==> config.mk <==
export PLATFORM = sky130hd
export DESIGN_NAME = gasp_cell
export DESIGN_NICKNAME = d
export VERILOG_FILES = /design/src/gasp_pkg.sv /design/src/gasp_cell.sv
export SDC_FILE = /design/constraint.sdc
export NUM_CORES = 1
export LEC_CHECK = 0
export BUFFER_PORTS_ARGS = -buffer_cell sky130_fd_sc_hd__buf_2
export CORE_MARGIN = 2
export CORE_UTILIZATION = 43
export CTS_CLUSTER_DIAMETER = 80
export DETAILED_ROUTE_END_ITERATION = 10
export GPL_TIMING_DRIVEN = 0
export HOLD_SLACK_MARGIN = 0.12
export PLACE_DENSITY = 0.76
export SETUP_SLACK_MARGIN = 0.5
export SLEW_MARGIN = 20
export SYNTH_ARGS = -nofsm -noshare
export SYNTH_HDL_FRONTEND = slang
export SYNTH_SLANG_ARGS = --single-unit
==> constraint.sdc <==
create_clock -name clk -period 5.4 [get_ports clk]
set_clock_uncertainty 0.05 [all_clocks]
set_input_delay 0.81 -clock clk [delete_from_list [all_inputs] [get_ports clk]]
set_output_delay 0.81 -clock clk [all_outputs]
set_load 0.02 [all_outputs]
==> src/gasp_pkg.sv <==
package gasp_pkg;

    localparam int MAX_ROWS     = 64;
    localparam int MAX_TEX_SIDE = 4096;
    localparam int MAX_GLYPH    = 512;
    localparam int ROW_IDX_W    = $clog2(MAX_ROWS);

    localparam logic [2:0] ST_OLD_ROW   = 3'd0;
    localparam logic [2:0] ST_NEW_ROW   = 3'd1;
    localparam logic [2:0] ST_TOO_WIDE  = 3'd2;
    localparam logic [2:0] ST_AT_MAX    = 3'd3;
    localparam logic [2:0] ST_ROWS_FULL = 3'd4;

    localparam logic CFG_INITIAL_SIDE  = 1'b0;
    localparam logic CFG_FIRST_ROW_TOP = 1'b1;

    // broadcast to every cell
    typedef struct packed {
        logic [9:0]  w;
        logic [13:0] h_x10;      // 10 * glyph height
        logic [12:0] cur_width;
        logic [11:0] wr_top;
        logic [9:0]  wr_height;
        logic [12:0] wr_fill;
    } cell_req_t;

    typedef struct packed {
        logic        hit;
        logic [11:0] x;
        logic [11:0] y;
    } cell_rsp_t;

endpackage

==> src/gasp_cell.sv <==
module gasp_cell (
    input  logic                clk,
    input  logic                rst_n,
    input  logic                tok_in,
    input  logic                wr_en,
    input  gasp_pkg::cell_req_t req,
    output logic                tok_out,
    output gasp_pkg::cell_rsp_t rsp
);

    logic        tok_reg;
    logic [11:0] top_reg;
    logic [9:0]  height_reg;
    logic [12:0] fill_reg;
    logic [13:0] r_x7;
    logic [13:0] r_x10;
    logic [13:0] fill_sum;
    logic        fits;

    assign r_x7     = {1'b0, height_reg, 3'b000} - {4'b0000, height_reg};
    assign r_x10    = {1'b0, height_reg, 3'b000} + {3'b000, height_reg, 1'b0};
    assign fill_sum = {1'b0, fill_reg} + {4'b0000, req.w};
    assign fits     = !(req.h_x10 < r_x7) && !(req.h_x10 > r_x10)
                      && (fill_sum <= {1'b0, req.cur_width});

    assign rsp.hit = tok_reg && fits;
    assign rsp.x   = rsp.hit ? fill_reg[11:0] : 12'd0;
    assign rsp.y   = rsp.hit ? top_reg : 12'd0;
    assign tok_out = tok_reg;

    always_ff @(posedge clk or negedge rst_n)
    begin
        if (!rst_n)
        begin
            tok_reg <= 1'b0;
        end
        else
        begin
            tok_reg <= tok_in;
        end
    end

    always_ff @(posedge clk)
    begin
        if (wr_en)
        begin
            top_reg    <= req.wr_top;
            height_reg <= req.wr_height;
            fill_reg   <= req.wr_fill;
        end
        else if (rsp.hit)
        begin
            fill_reg <= fill_sum[12:0];
        end
    end

endmodule

==> flow_metrics.tcl <==
set metrics [dict create \
    nets 680 \
    wl_per_cell_um 14.9 \
    clock_latency_ps 290 \
    hold_viol 0 \
    die_h_um 98.4 \
    setup_violations 0 \
    final_antenna_net_count 0 \
    grt_usage_pct 19.8 \
    status "finished, final reports clean" \
    layoutNonFillerInstCount 646 \
    grt_start_max_net_pins 28 \
    cts_buffers 5 \
    p_leak_nw 2.40 \
    syn-cell-area_um2 3830 \
    syn_avg_cell_area_um2 9.37 \
    coreArea_um2 8680 \
    antenna_found_initial 0 \
    syn2layout_area_growth_pct 29.6 \
    seq_area_frac_synth_pct 28.1 \
    place_area_um2 4480 \
    cts.clk_slew.worst_paths_ps 80 \
    synth_flop_cell "edfxtp_1" \
    synth_cell_types 58 \
    cts_buffer_depth 2 \
    crit-reg2reg-launch "height_reg[0]" \
    ioPinCount 102 \
    num_vias 3513 \
    grt_pass1_vias 3605 \
    worstHoldPathType "in -> async" \
    async_flop_share_pct 2.78 \
    synth_edf_count 35 \
    cts.sinks 36 \
    worstPathCellList "buf_6, ha_4, inv_2, fa_2, nor2b_2, o21ai_2, a21oi_2, o2111ai_2, buf_4, nand2_1, xnor2_1, ha_1, nand3_2, nor3_2, nor4_2, o41a_1, o221ai_4, buf_12, buf_12, nor3_2, buf_4" \
    crit_path_start "req[62]" \
    irDropWorstVdd_mv 0.179 \
    cp_slowest_cell "fa_2" \
    holdWs_ps 223 \
    drive_gt1_share_pct 35.7 \
    vias_per_cell 5.44 \
    wl_met1_um 3950 \
    gr-total-overflow 0 \
    fp.dieW_um 98.4 \
    min_period_ps 5040 \
    rows 34 \
    routed-wl-met2_um 4980 \
    worst_slew_pin_slew_ps 801 \
    top_layer "met4" \
    fin_area_um2 4970 \
    dr_wl_met3_um 463 \
    n_fill_cell 802 \
    path_buf_inv 6 \
    rsz0062_at_grt "true" \
    total_power_w 0.00139 \
    gp_congestion 0.888 \
    first_pass_iters 4 \
    cp_max_fo 10 \
    largest_reg_flops 13 \
    synth_seq_cells 36 \
    period_share_pct 93.3 \
    htreeDepth 2 \
    die_area_um2 9690 \
    hpwl_um 7420 \
    grt_pass1_wl_um 15900 \
    netlist_instances 409 \
    start_kind "primary input" \
    cts_hold_buffers 0 \
    required_ps 4540 \
    max_slew_margin_pct 46.6 \
    root_buffer "clkbuf_8" \
    cts_tree "yes" \
    slowest_delay_ps 410 \
    yosysWarnings 0 \
    start_util_pct 44.2 \
    end_kind "primary output" \
    synth_nets 552 \
    port_buffers 101 \
    drv_slew 0 \
    dpl.cell_count 618 \
    critical_path_class "in -> out" \
    drtIter0Drc 124 \
    path_delay_family "compound AO/OA/AOI/OAI gates" \
    crit_arrival_ps 4180 \
    antenna_cells 0 \
    max_freq_ghz 0.198 \
    drc 0 \
    power.density_nw_per_um2 280 \
    cap_viol_max_count 0 \
    wirelength_um 9600 \
]
[cell usage in the layout, fill, tap and decap left out, types with 4 or more instances in the layout]
cell type and instances:
nor2_1 22, ha_1 63, buf_4 38, a21oi_1 22, nor3_1 9, inv_1 57, and3_1 4, o21a_1 9
nor3_2 21, o21ai_1 5, a21oi_2 4, a211oi_1 4, buf_2 76, xor2_1 7, xnor2_1 17, nand4_1 4
nand2_1 23, buf_6 6, mux2_2 6, nand3_1 7, edfxtp_1 35, a21o_1 10, clkbuf_8 5, o21ai_0 12
[cell type report]
class | instances | area [um2] | share of cell area, %
Tap cell | 108 | 135 | 2.72
Buffer | 7 | 61.3 | 1.23
Inverter | 58 | 218 | 4.38
Clock inverter | 3 | 18.8 | 0.378
Multi-Input combinational cell | 308 | 2620 | 52.7
Sequential cell | 36 | 1080 | 21.7
Timing Repair Buffer | 121 | 773 | 15.6
Clock buffer | 5 | 68.8 | 1.38
[worst paths after layout]
path | end | slack [ps] | depth (start not counted)
worst max-delay path | rsp[21] | 360 | 21
worst min-delay path | tok_out | 220 | 1
worst max register to register | fill_reg[7] | 810 | 20
worst min register to register | fill_reg[10] | 780 | 3
max in group asynchronous | tok_out | 4990 | 1
min in group clk | tok_out | 570 | 1
[cells in the mapped netlist, types with 5 or more instances]
cell type | count | area (um2)
ha_1 | 65 | 813
inv_1 | 58 | 218
edfxtp_1 | 35 | 1050
a21oi_1 | 25 | 125
nand2_1 | 24 | 90.1
nor2_1 | 23 | 86.3
nor3_2 | 20 | 200
xnor2_1 | 17 | 149
o21ai_0 | 14 | 70.1
nor3_1 | 13 | 65.1
a21o_1 | 10 | 75.1
o21a_1 | 9 | 67.6
xor2_1 | 8 | 70.1
nand3_1 | 7 | 35.0
mux2_2 | 6 | 67.6
a211oi_1 | 5 | 37.5
o21ai_1 | 5 | 25.0
[power by group]
group	total, W	switching (W)	internal [W]
clock network	0.000195	0.000105	0.0000900
logic	0.000819	0.000451	0.000368
registers	0.000376	0.0000242	0.000352
total	0.00139	0.000580	0.000810
[worst reg2reg max path, delay by kind of cell, from the launching register on]
| family | cells | cell delay (ps) |
|---|---|---|
| xor gates and xnor gates | 1 | 140 |
| buffers and inverters | 8 | 920 |
| and+or+nand+nor | 1 | 80 |
| AOI/OAI and AO/OA | 7 | 1800 |
| adders and majority gates | 3 | 810 |
| DFF | 1 | 400 |
[per-stage QoR]
| step | setup slack, ps | util (%) | TNS [ps] |
|---|---|---|---|
| floorplan | 569 | - | 0 |
| finish | 360 | 57.3 | 0 |
| global route | 197 | 57.3 | 0 |
| CTS | 383 | 56.5 | 0 |
| global placement | -146 | 51.6 | -3620 |
| detailed placement | -166 | 51.6 | -3200 |
[kinds of logic after synthesis]
family	after synthesis	share of synthesized area, %
adders and majority gates	67	22.3
DFF	36	28.1
and+or+nand+nor	117	17.7
xor gates and xnor gates	25	5.71
buffers and inverters	65	7.15
AOI/OAI and AO/OA	92	17.1
muxes	7	2.02
[per-layer routing]
metal / up-vias / global-route usage [%]
met4: 0 / 4.95
met5: - / 0
met3: 20 / 2.70
li1: 1744 / -
met1: 1631 / 23.0
met2: 118 / 37.9
[what timing repair did]
item | CTS | global route
gates resized for setup | 52 | 10
setup buffers | 16 | 3
pin swaps | 11 | 17
cloned | 1 | 0
endpoints found under the setup margin | 38 | 25
Note: power is estimated with default switching activity, not from simulation.
